--- config.mk ---
export PLATFORM = sky130hd
export DESIGN_NAME = tracker_channel_effects
export DESIGN_NICKNAME = d
export VERILOG_FILES = /design/src/rtl/tce_pkg.sv /design/src/rtl/tce_chan_next.sv /design/src/rtl/tracker_channel_effects.sv
export SDC_FILE = /design/constraint.sdc
export NUM_CORES = 2
export LEC_CHECK = 0
export BUFFER_PORTS_ARGS = -buffer_cell sky130_fd_sc_hd__buf_2
export CORE_MARGIN = 5
export CORE_UTILIZATION = 40
export CTS_CLUSTER_DIAMETER = 200
export DETAILED_ROUTE_END_ITERATION = 7
export SYNTH_ARGS = -nofsm -noshare
export SYNTH_HDL_FRONTEND = slang
export SYNTH_SLANG_ARGS = --single-unit
--- constraint.sdc ---
create_clock -name clk -period 11.6 [get_ports clk]
set_input_delay 2.32 -clock clk [delete_from_list [all_inputs] [get_ports clk]]
set_output_delay 2.32 -clock clk [all_outputs]
set_load 0.05 [all_outputs]
--- src/rtl/tce_pkg.sv ---
// Shared types and constants of the tracker channel effect engine.
package tce_pkg;

  localparam int CHAN_COUNT   = 4;
  localparam int NUM_SAMPLES  = 31;

  localparam int CHAN_W   = 2;
  localparam int PERIOD_W = 12;
  localparam int SMP_W    = 5;
  localparam int EFF_W    = 4;
  localparam int PAR_W    = 8;
  localparam int LEN_W    = 17;
  localparam int VOL_W    = 7;
  localparam int KIND_W   = 2;

  localparam int IN_DATA_W  = 56;
  localparam int OUT_DATA_W = 48;

  localparam logic [VOL_W-1:0]    VOL_MAX    = 7'd64;
  localparam logic [PERIOD_W-1:0] PERIOD_MAX = 12'hFFF;
  localparam logic [PAR_W-1:0]    JUMP_MIN   = 8'd128;

  typedef enum logic [KIND_W-1:0] {
    KIND_NOTE  = 2'd0,
    KIND_TICK  = 2'd1,
    KIND_LOAD  = 2'd2,
    KIND_SPARE = 2'd3
  } kind_t;

  localparam logic [EFF_W-1:0] EFF_PORTA_UP   = 4'h1;
  localparam logic [EFF_W-1:0] EFF_PORTA_DOWN = 4'h2;
  localparam logic [EFF_W-1:0] EFF_TONE_PORTA = 4'h3;
  localparam logic [EFF_W-1:0] EFF_VIBRATO    = 4'h4;
  localparam logic [EFF_W-1:0] EFF_VIB_VSLIDE = 4'h6;
  localparam logic [EFF_W-1:0] EFF_OFFSET     = 4'h9;
  localparam logic [EFF_W-1:0] EFF_VOL_SLIDE  = 4'hA;
  localparam logic [EFF_W-1:0] EFF_JUMP       = 4'hB;
  localparam logic [EFF_W-1:0] EFF_SET_VOL    = 4'hC;
  localparam logic [EFF_W-1:0] EFF_BREAK      = 4'hD;

  typedef struct packed {
    logic [SMP_W-1:0]    sample;
    logic                active;
    logic [VOL_W-1:0]    volume;
    logic [PERIOD_W-1:0] period;
    logic [EFF_W-1:0]    effect;
    logic [PAR_W-1:0]    param;
    logic [PERIOD_W-1:0] glide_target;
    logic [PAR_W-1:0]    glide_speed;
    logic [7:0]          vib_phase;
    logic [3:0]          vib_rate;
    logic [3:0]          slide_up;
    logic [3:0]          slide_down;
  } chan_state_t;

  typedef struct packed {
    logic [KIND_W-1:0]   kind;
    logic [PERIOD_W-1:0] note_period;
    logic [SMP_W-1:0]    sample_number;
    logic                sample_ok;
    logic [EFF_W-1:0]    effect_code;
    logic [PAR_W-1:0]    effect_param;
  } chan_item_t;

endpackage

--- src/rtl/tce_chan_next.sv ---
// Next-state logic of one channel for a row note or a tick.
module tce_chan_next (
  input  tce_pkg::chan_item_t                item,
  input  tce_pkg::chan_state_t               cur,
  input  logic [tce_pkg::LEN_W-1:0]          rd_len,
  input  logic [tce_pkg::VOL_W-1:0]          rd_vol,
  output tce_pkg::chan_state_t               nxt,
  output logic                               pos_load,
  output logic [tce_pkg::LEN_W-1:0]          pos_value
);
  import tce_pkg::*;

  function automatic logic [VOL_W-1:0] slide_vol(input logic [VOL_W-1:0] v,
                                                input logic [3:0] up,
                                                input logic [3:0] dn);
    logic signed [8:0] s;
    s = $signed({2'b00, v}) + $signed({5'b00000, up}) - $signed({5'b00000, dn});
    if (s < 0) begin
      return '0;
    end else if (s > $signed({2'b00, VOL_MAX})) begin
      return VOL_MAX;
    end else begin
      return s[VOL_W-1:0];
    end
  endfunction

  logic                skip;
  logic [LEN_W-1:0]    offset;
  logic [PERIOD_W:0]   p_sum;
  logic [PERIOD_W-1:0] p;
  logic [PERIOD_W-1:0] spd;
  logic [PERIOD_W-1:0] tgt;

  assign skip   = (item.effect_code == EFF_BREAK) ||
                  (item.effect_code == EFF_JUMP && item.effect_param < JUMP_MIN);
  assign offset = {1'b0, item.effect_param, 8'h00};
  assign spd    = {4'h0, cur.glide_speed};
  assign tgt    = cur.glide_target;

  always_comb begin
    nxt       = cur;
    pos_load  = 1'b0;
    pos_value = '0;
    p         = cur.period;
    p_sum     = {1'b0, cur.period} + {1'b0, spd};
    case (item.kind)
      KIND_NOTE: begin
        if (!skip) begin
          nxt.effect     = item.effect_code;
          nxt.param      = item.effect_param;
          nxt.slide_up   = '0;
          nxt.slide_down = '0;
          // new sample restarts playback from the top at its default volume
          if (item.sample_ok) begin
            nxt.sample = item.sample_number;
            nxt.volume = rd_vol;
            nxt.active = (rd_len != '0);
            pos_load   = 1'b1;
          end
          if (item.effect_code == EFF_OFFSET && nxt.sample != '0) begin
            pos_load = 1'b1;
            if (offset < rd_len) begin
              pos_value = offset;
            end else begin
              pos_value  = rd_len;
              nxt.active = 1'b0;
            end
          end
          if (item.note_period != '0) begin
            if (item.effect_code == EFF_TONE_PORTA) begin
              nxt.glide_speed  = item.effect_param;
              nxt.glide_target = item.note_period;
            end else begin
              nxt.period = item.note_period;
            end
          end
          if (item.effect_code == EFF_SET_VOL) begin
            nxt.volume = (item.effect_param > {1'b0, VOL_MAX}) ? VOL_MAX
                                                              : item.effect_param[VOL_W-1:0];
          end
          if (item.effect_code == EFF_PORTA_UP || item.effect_code == EFF_PORTA_DOWN) begin
            nxt.glide_speed = item.effect_param;
          end
          if (item.effect_code == EFF_VIBRATO) begin
            nxt.vib_rate = item.effect_param[7:4];
          end
          if (item.effect_code == EFF_VOL_SLIDE) begin
            nxt.slide_up   = item.effect_param[7:4];
            nxt.slide_down = item.effect_param[3:0];
          end
        end
      end
      KIND_TICK: begin
        if (cur.effect == EFF_VOL_SLIDE) begin
          nxt.volume = slide_vol(cur.volume, cur.slide_up, cur.slide_down);
        end
        if (cur.effect == EFF_PORTA_UP) begin
          if (p > spd) begin
            p = p - spd;
          end
        end else if (cur.effect == EFF_PORTA_DOWN) begin
          p = p_sum[PERIOD_W] ? PERIOD_MAX : p_sum[PERIOD_W-1:0];
        end
        // glide towards the target, never past it
        if (cur.effect == EFF_TONE_PORTA && tgt != '0) begin
          if (cur.period < tgt) begin
            p = (p_sum > {1'b0, tgt}) ? tgt : p_sum[PERIOD_W-1:0];
          end else if (cur.period > tgt) begin
            p = ((cur.period - tgt) < spd) ? tgt : cur.period - spd;
          end
        end
        nxt.period = p;
        if (cur.effect == EFF_VIBRATO || cur.effect == EFF_VIB_VSLIDE) begin
          nxt.vib_phase = cur.vib_phase + {4'h0, cur.vib_rate};
        end
        if (cur.effect == EFF_VIB_VSLIDE) begin
          nxt.slide_up   = cur.param[7:4];
          nxt.slide_down = cur.param[3:0];
          nxt.volume     = slide_vol(cur.volume, cur.param[7:4], cur.param[3:0]);
        end
      end
      default: begin
        nxt = cur;
      end
    endcase
  end

endmodule

--- src/rtl/tracker_channel_effects.sv ---
// Top level of the tracker channel effect engine: ports, tables and channel state.
//
// Per-channel tracker effect engine for four channels and 31 samples. Every
// input word yields exactly one result word. A load word (tuser 2) writes a
// sample's length and default volume (saturated to 64); a row note (tuser 0)
// selects a sample, applies sample offset, set volume and the period, and
// latches portamento, vibrato and volume slide parameters; a tick (tuser 1)
// advances slides, portamentos and the tone-portamento glide, which stops on
// its target. Each result reports the addressed channel's period, volume,
// sample, voice-active flag and, after a sample change or offset, the new
// playback position. Notes with effect D, or B with a parameter below 128,
// leave the channel untouched. The path from input to result holds one
// input register and one result register with a single read-modify-write
// of the addressed channel between them, so one word is taken every cycle
// while the result side keeps up. The state and tables clear on reset.
module tracker_channel_effects (
  input  logic                               clk,
  input  logic                               rst_n,
  input  logic                               in_tvalid,
  output logic                               in_tready,
  // [1:0] channel, [13:2] note_period, [18:14] sample_number, [22:19] effect_code,
  // [30:23] effect_param, [47:31] load_length, [54:48] load_volume, [55] zero
  input  logic [tce_pkg::IN_DATA_W-1:0]      in_tdata,
  // [1:0] kind
  input  logic [tce_pkg::KIND_W-1:0]         in_tuser,
  output logic                               out_tvalid,
  input  logic                               out_tready,
  // [1:0] out_channel, [13:2] out_period, [20:14] out_volume, [25:21] out_sample,
  // [26] position_load, [43:27] position_value, [44] voice_active, [47:45] zero
  output logic [tce_pkg::OUT_DATA_W-1:0]     out_tdata
);
  import tce_pkg::*;

  // input register
  logic                    s1_v_r;
  logic [KIND_W-1:0]       s1_kind_r;
  logic [CHAN_W-1:0]       s1_chan_r;
  logic [PERIOD_W-1:0]     s1_period_r;
  logic [SMP_W-1:0]        s1_smp_r;
  logic [EFF_W-1:0]        s1_eff_r;
  logic [PAR_W-1:0]        s1_par_r;
  logic [LEN_W-1:0]        s1_len_r;
  logic [VOL_W-1:0]        s1_vol_r;

  // result register
  logic                    out_v_r;
  logic [OUT_DATA_W-1:0]   out_data_r;
  logic [OUT_DATA_W-1:0]   out_data_nxt;

  // state
  chan_state_t             chan_r [CHAN_COUNT];
  logic [LEN_W-1:0]        smp_len_r [NUM_SAMPLES];
  logic [VOL_W-1:0]        smp_vol_r [NUM_SAMPLES];

  logic                    out_free;
  logic                    fire;
  logic                    ch_ok;
  logic                    smp_ok;
  logic [SMP_W-1:0]        rd_smp;
  logic [SMP_W-1:0]        rd_idx;
  logic [SMP_W-1:0]        wr_idx;
  logic [LEN_W-1:0]        rd_len;
  logic [VOL_W-1:0]        rd_vol;
  chan_state_t             cur;
  chan_state_t             chan_nxt;
  chan_item_t              item;
  logic                    pos_load;
  logic [LEN_W-1:0]        pos_value;

  // advance when the result register is empty or being drained
  assign out_free  = !out_v_r || out_tready;
  assign fire      = s1_v_r && out_free;
  assign in_tready = !s1_v_r || out_free;

  always_ff @(posedge clk) begin
    if (!rst_n) begin
      s1_v_r <= 1'b0;
    end else if (in_tready) begin
      s1_v_r <= in_tvalid;
    end
  end

  always_ff @(posedge clk) begin
    if (in_tvalid && in_tready) begin
      s1_kind_r   <= in_tuser;
      s1_chan_r   <= in_tdata[1:0];
      s1_period_r <= in_tdata[13:2];
      s1_smp_r    <= in_tdata[18:14];
      s1_eff_r    <= in_tdata[22:19];
      s1_par_r    <= in_tdata[30:23];
      s1_len_r    <= in_tdata[47:31];
      s1_vol_r    <= in_tdata[54:48];
    end
  end

  assign ch_ok  = {{(32-CHAN_W){1'b0}}, s1_chan_r} < CHAN_COUNT;
  assign smp_ok = (s1_smp_r != '0) && ({{(32-SMP_W){1'b0}}, s1_smp_r} <= NUM_SAMPLES);
  assign cur    = chan_r[s1_chan_r];
  assign wr_idx = s1_smp_r - SMP_W'(1);

  // a fresh sample on the note takes the table port, else the channel's own sample
  assign rd_smp = smp_ok ? s1_smp_r : cur.sample;
  assign rd_idx = rd_smp - SMP_W'(1);

  always_comb begin
    rd_len = '0;
    rd_vol = '0;
    if (rd_smp != '0 && {{(32-SMP_W){1'b0}}, rd_idx} < NUM_SAMPLES) begin
      rd_len = smp_len_r[rd_idx];
      rd_vol = smp_vol_r[rd_idx];
    end
  end

  assign item.kind          = s1_kind_r;
  assign item.note_period   = s1_period_r;
  assign item.sample_number = s1_smp_r;
  assign item.sample_ok     = smp_ok;
  assign item.effect_code   = s1_eff_r;
  assign item.effect_param  = s1_par_r;

  tce_chan_next u_chan_next (
    .item      (item),
    .cur       (cur),
    .rd_len    (rd_len),
    .rd_vol    (rd_vol),
    .nxt       (chan_nxt),
    .pos_load  (pos_load),
    .pos_value (pos_value)
  );

  // write back the addressed channel and the sample tables
  always_ff @(posedge clk) begin
    if (!rst_n) begin
      for (int i = 0; i < CHAN_COUNT; i++) begin
        chan_r[i] <= '0;
      end
      for (int j = 0; j < NUM_SAMPLES; j++) begin
        smp_len_r[j] <= '0;
        smp_vol_r[j] <= '0;
      end
    end else if (fire) begin
      if (ch_ok) begin
        chan_r[s1_chan_r] <= chan_nxt;
      end
      if (s1_kind_r == KIND_LOAD && smp_ok) begin
        smp_len_r[wr_idx] <= s1_len_r;
        smp_vol_r[wr_idx] <= (s1_vol_r > VOL_MAX) ? VOL_MAX : s1_vol_r;
      end
    end
  end

  always_comb begin
    out_data_nxt = '0;
    out_data_nxt[1:0] = s1_chan_r;
    if (ch_ok) begin
      out_data_nxt[13:2]  = chan_nxt.period;
      out_data_nxt[20:14] = chan_nxt.volume;
      out_data_nxt[25:21] = chan_nxt.sample;
      out_data_nxt[26]    = pos_load;
      out_data_nxt[43:27] = pos_value;
      out_data_nxt[44]    = chan_nxt.active;
    end
  end

  always_ff @(posedge clk) begin
    if (!rst_n) begin
      out_v_r <= 1'b0;
    end else if (out_free) begin
      out_v_r <= s1_v_r;
    end
  end

  always_ff @(posedge clk) begin
    if (fire) begin
      out_data_r <= out_data_nxt;
    end
  end

  assign out_tvalid = out_v_r;
  assign out_tdata  = out_data_r;

endmodule
[After elaboration in Yosys (flattened, before gate mapping)]
Memory sizes are Yosys's and may differ from the RTL's. A register that Yosys moved wholly into a read port is not among the register bits.
Cells that the tools add are included.
Word-level totals
  register bits: 104
  input bits: 62
  RAM bits: 1052
  memories: 3
  word-level logic and storage cells: 151
  output and inout port bits: 50
Memories
  smp_len_r: words 31, width 17, read ports 1, clocked after memory_dff 0, write ports 31, line tracker_channel_effects.sv:52  | logic [LEN_W-1:0] smp_len_r [NUM_SAMPLES];
  chan_r: words 4, width 77, read ports 1, clocked after memory_dff 1, write ports 4, line tracker_channel_effects.sv:51  | chan_state_t chan_r [CHAN_COUNT];
  smp_vol_r: words 31, width 7, read ports 1, clocked after memory_dff 0, write ports 31, line tracker_channel_effects.sv:53  | logic [VOL_W-1:0] smp_vol_r [NUM_SAMPLES];
Cells by class
  $lt $le $gt $ge: 14
  add/subtract/negate cells: 10
  equal/unequal tests: 17
  bitwise operators: 2
  reduce and logical (&&, ||, !) cells: 27
  mux-type cells: 64
Operators with widths (number)
  $mux W12: 12
  $mux W7: 11
  $mux W77: 1
  $reduce_or A77 Y1: 1
  $mux W57: 1
  $mux W20: 2
  $mux W8: 5
  $mux W13: 3
  $pmux W19 S2: 1
  $mux W17: 2
  $mux W32: 1
  $eq A4 B4 Y1 const B: 6
  $reduce_bool A12 Y1: 2
  $gt A9 B8 Y1 const B: 2
  $lt A9 B1 Y1 const B: 2
  $sub A8 B4 Y9: 2
  $lt A16 B17 Y1: 1
  $reduce_bool A17 Y1: 1
  $reduce_or A17 Y1: 1
  $add A7 B4 Y8: 2
  $eq A4 B2 Y1 const B: 4
  $mux W16: 1
  $pmux W8 S2: 1
  $mux W1: 15
  32 further kinds: 54

[Logic depth before layout (Yosys ltp)]
  depth in word-level cells: 16
  gate-level depth with buffers: 36
  depth with buffers taken out: 24

[Cells and area by module]
A second synthesis with hierarchy kept.
Second synthesis, totals
  cell total of the unflattened synthesis: 3972
  area total of the unflattened synthesis: 56740.7 µm²
Modules (own cells, without submodules)
  tracker_channel_effects: area an instance 50796.2 µm², cells each 3096, times used 1
  tce_chan_next: area an instance 5944.5 µm², cells each 876, times used 1

[Least setup slack after synthesis]
No wires, ideal clock.
  path type: register to register
  from: register with a tool-made name
  to: memory chan_r[0][61] (netlist bit) (data pin)
  period minus slack after synthesis: 7.261 ns
  setup time: 0.294 ns
  stages on the path, launching flop included: 30
  slack: 4.339 ns
  required time: 11.306 ns
  arrival: 6.967 ns
  buffers on the path: 8
  cells stage by stage: dfxtp_1 buf_2 buf_2 buf_4 buf_2 buf_2 buf_2 buf_2 mux4_2 inv_1 ha_1 clkbuf_1 o21bai_1 a21oi_1 o21bai_1 a21oi_1 xnor2_1 inv_1 ha_1 a21o_1 a21o_1 a21oi_1 o21ai_0 a21o_1 a211o_1 a21oi_1 nand3_1 o311a_1 a2111oi_0 nor3_1
RTL lines (line)
  to (decl): tracker_channel_effects.sv:51

[Final worst setup path]
  from: register s1_smp_r[3]
  to: register out_data_r[33], in the netlist out_tdata[33] (data pin)
On the way
  cells in the longest elaborated chain, start to end: 8
  elaborated cells between the ends (all ways): 16
  those cells by class: add/sub: 1; order compare: 2; mux: 5; bitwise: 1; reduce/logical: 6; memory: 1
RTL lines
  from (decl): line tracker_channel_effects.sv:39  | logic [SMP_W-1:0] s1_smp_r;
  from (signal assigned): line tracker_channel_effects.sv:88  | s1_smp_r <= in_tdata[18:14];
  branches (longest 8 deep; another with $mem_v2 Z31 W17)
  to (signal assigned): line tracker_channel_effects.sv:175  | out_data_r <= out_data_nxt;
  to (decl): line tracker_channel_effects.sv:47  | logic [OUT_DATA_W-1:0] out_data_r;
Several ways; the timed one is not identified. The select of a mux whose other input is x is not followed.
A chain may end at the register's enable or synchronous reset.

==> summary by stage <==
Timing
The setup-violating endpoint count in the final report is 0. The largest clock skew in the final design is 82.7 ps. The number of max-slew violations in the final report was 0. Derived from the worst setup path, the maximum achievable clock frequency is between 0.1 and 0.15 GHz.

In this run the tightest slew margin relative to its limit is 0.248. Setup repair after global routing left no endpoint under its margin. In the finished design, the share of the clock period the worst path needs comes to 0.742. The final number of hold-violating endpoints is 0. The final critical delay including setup and external delays is 8600 ps. For the pin with the worst max-slew slack, the measured transition is 1120 ps. The least setup slack across all paths after layout is 3000 ps.

The final setup TNS is 0 ps.

Route
The post-detailed-route wirelength per cell is 26.5 um. The remaining antenna violation count is 0. Summed over all layers, the routed wires come to 164000 um. The routed layout has roughly 37000 vias.

In this run, the number of DRC markers left after iteration 0 of detailed routing was 3928. The number of vias per cell after detailed routing is 5.92. The first-pass iteration count of the detailed router is 6.

The post-detailed-route DRC marker count is 0.

Clock tree
The largest buffer count on any clock path is 3. The number of gates resized after CTS was 0. The cell at the root of the clock tree is clkbuf_16. The CTS sink count is 1134. The post-cts hold buffer count is 0. TritonCTS built the clock tree.

CTS built an H-tree with a depth of 3. TritonCTS created 120 clock buffers. The clock latency of the later-clocked register in the worst-skew pair is 780 ps. Clock-pin slew was measured on the worst setup and hold paths at 70 ps.

Post-CTS timing repair inserted 0 buffers for setup.

Place
The detailed-placement wirelength estimate is 95800 um. Prior to clock tree synthesis, the placed netlist has a worst setup slack of roughly 3200 ps. Once placement finished, the instance area stood at 0.0573 mm^2. After detailed placement, the design holds a cell count of between 5000 and 6000.

The congestion estimate from routability-driven global placement came to 0.927. Port buffering added 107 buffers.

Worst setup path
Data arrives at the worst endpoint at 9100 ps. At the worst endpoint, the required time is 12100 ps. The worst setup path is launched from a flip-flop. The most critical setup path has its startpoint at s1_smp_r[3]. The category of the critical setup timing path is flip-flop to flip-flop.

The critical path goes through or4_1 > a222oi_1 > buf_4 > inv_2 > ha_2 > nor2b_1 > a32oi_1 > and4_4 > buf_4 > a31oi_1 > mux4_2 > a22oi_1 > ha_1 > nor2b_1 > o21ai_0 > nand2b_1 > a21oi_1 > nor2b_1 > o21ai_0 > a21oi_1 > a31oi_4 > or2_1 > nor3_1. Along the worst path, the maximum fanout reaches 47. The worst register-to-register path begins at s1_smp_r[3]. The delay of the slowest cell on the worst path is slightly below 700 ps. STA classifies the critical path endpoint as a flip-flop. The critical-path cell with the highest stage delay is buf_4. Counting stages on the worst path, the most repeated cell is nor2b_1. The worst reg-to-reg setup slack is 3000 ps.

Logic synthesis
The most used flip-flop cell after synthesis is edfxtp_1. A synthesized cell averages 12.7 um^2. For this run, asynchronously set or reset flops after synthesis account for 0. Counting distinct cell types in the post-synthesis netlist gives 86. Yosys mapped a number of flops with a built-in enable equal to about 1100. The most instantiated library cell after synthesis is edfxtp_1. The proportion of synthesized chip area in sequential cells is 0.616. The post-synthesis sequential element count is roughly 1100. Of the post-synthesis cell area, the dominant cell type holds 0.615. The number of standard cells after synthesis is 4338. The largest area contributor in the netlist is edfxtp_1. Yosys attributes the largest share of cell area to edfxtp_1 (61%), mux4_2 (7.8%), and3_1 (6.4%), nor2_1 (3.1%), nand2_1 (2.9%). The synthesis warning total is 0. The post-synthesis instance area is 0.0552 mm^2. The commonest cells after synthesis are edfxtp_1 (1130), and3_1 (567), nor2_1 (453), nand2_1 (425), clkbuf_1 (300).

Layout
Compared with the post-synthesis result, the final layout area differs by 10.9%. After routing the design area is 0.0612 mm^2. The finished layout holds 6194 standard cells, fillers aside. The ratio of cells with drive above 1 in the final layout is 0.145. After the last flow step, the layout net total stands at 4442. Counting the fill cells in the layout gives about 12000. Once layout is complete, the utilization of the core stands at 0.446.

Pwr
The maximum vdd drop is 0.162 mV. Of the total power, the share spent switching nets is 0.278. The share of total power dissipated in sequential elements is 0.465. The internal power is between 0.007 and 0.008 W.

The analysis attributes to net switching a power of 0.00285 W. The leakage power figure is 24.3 nW. The clock share of power is 0.374. The share of total power dissipated in combinational logic is 0.161. For this design the ratio of total power to cell area is 167 mW/mm^2.

Floorplanning
For this design the top-level I/O count stands at 112. The floorplan step set the die height to 381 um. The total core area is 0.137 mm^2.

The initial utilization of the core area, before any placement, comes to 0.402. The die outline width is 381 um. The number of placement rows is 136. The die covers between 0.1 and 0.15 mm^2.

Global routing
Summed over all layers, the global routing overflow is 0. The number of antenna violations at the first check in global routing is 4. The number of global-route vias before repair came to approximately 36000. For this run, the total global-route usage over all layers was measured as 0.221. The first global-routing pass estimated 241000 um of wire.

Entering global routing, the biggest net connects 147 pins.

Job
The count of max-cap constraint violations is 0.

Worst hold path
The worst min-delay path class is flip-flop to flip-flop. The launch point of the worst hold path is s1_v_r.

Outcome
The flow ran to the end, and the final reports show no timing, DRC or antenna violations.
-- final cells by class --
class | instances | area, um^2 | share of cell area
Multi-Input combinational cell | 2691 | 19200 | 0.313
Clock buffer | 139 | 3090 | 0.0506
Sequential cell | 1134 | 34000 | 0.556
Inverter | 153 | 581 | 0.00949
Tap cell | 1794 | 2240 | 0.0367
Antenna cell | 1 | 2.50 | 0.0000409
Timing Repair Buffer | 198 | 1270 | 0.0207
Clock inverter | 84 | 815 | 0.0133
-- critical path, delay by kind of cell (launching register included) --
kind / cells / cell delay (ps)
adder cells (fa/ha/maj): 2 / 770
flip-flops: 1 / 600
AO/OA/AOI/OAI: 9 / 2560
multiplexers: 1 / 520
buffers and inverters: 3 / 1780
AND/OR/NAND/NOR: 8 / 2040
-- power groups by stage --
stage	combinational [W]	sequential (W)	clock (W)
detailed placement	0.00163	0.00485	0
global placement	0.00163	0.00484	0
CTS	0.00164	0.00476	0.00389
finish	0.00165	0.00476	0.00383
floorplan	0.00112	0.00482	0
global route	0.00178	0.00478	0.00405
-- per-stage QoR --
stage,hold WS (ps),total power [W]
3_5_place_dp,547,0.00648
5_1_grt,608,0.0106
2_1_floorplan,482,0.00594
3_3_place_gp,522,0.00647
6_report,556,0.0102
4_1_cts,561,0.0103
-- layout by cell type (no fill, tap or decap), types with 28 or more instances in the layout --
cell type / Yosys / layout
mux4_2: 191 / 191
nor3_1: 56 / 54
nand3_1: 113 / 113
nor2b_1: 38 / 38
buf_2: 39 / 107
o21ai_0: 52 / 50
nor2_1: 453 / 448
mux2i_1: 94 / 94
a211oi_1: 40 / 40
ha_1: 71 / 70
clkinv_2: 0 / 28
clkinv_1: 0 / 30
and2_1: 48 / 44
conb_1: 1 / 28
and3_1: 567 / 564
buf_4: 16 / 87
a31oi_1: 31 / 31
xnor2_1: 31 / 31
a21oi_1: 91 / 91
nand2_1: 425 / 414
clkbuf_16: 0 / 120
inv_1: 151 / 149
edfxtp_1: 1130 / 1130
-- routing by layer --
layer,routed length [um],vias to the layer above,track usage
li1,-,16100,-
met1,67100,18600,0.302
met2,77600,1681,0.359
met3,14300,271,0.0423
met4,4990,0,0.0676
met5,0,-,0
-- path summary, 6_finish.rpt --
kind / endpoint / cells past startpoint
hold reg to reg: out_tvalid / 1
setup / recovery: out_tdata[33] / 23
hold / removal: out_tvalid / 1
setup reg to reg: out_tdata[33] / 23
-- flip-flops by register name, indices dropped and copies added, names as in the netlist, named ones only --
name	cells
s1_len_r	17
s1_vol_r	7
smp_vol_r	224
s1_smp_r	5
s1_period_r	12
s1_par_r	8
chan_r	260
s1_kind_r	2
s1_eff_r	4
s1_v_r	1
out_tvalid	1
out_tdata	45
s1_chan_r	2
smp_len_r	544
-- logic make-up after synthesis --
kind of cell | after synthesis | synth area share
AND/OR/NAND/NOR | 1808 | 0.162
AO/OA/AOI/OAI | 438 | 0.0566
buffers and inverters | 540 | 0.0409
flip-flops | 1134 | 0.616
XOR/XNOR | 36 | 0.00571
adder cells (fa/ha/maj) | 82 | 0.0201
multiplexers | 299 | 0.0978
other | 1 | 0.0000679
No activity file was read; power rests on OpenSTA's default activity.
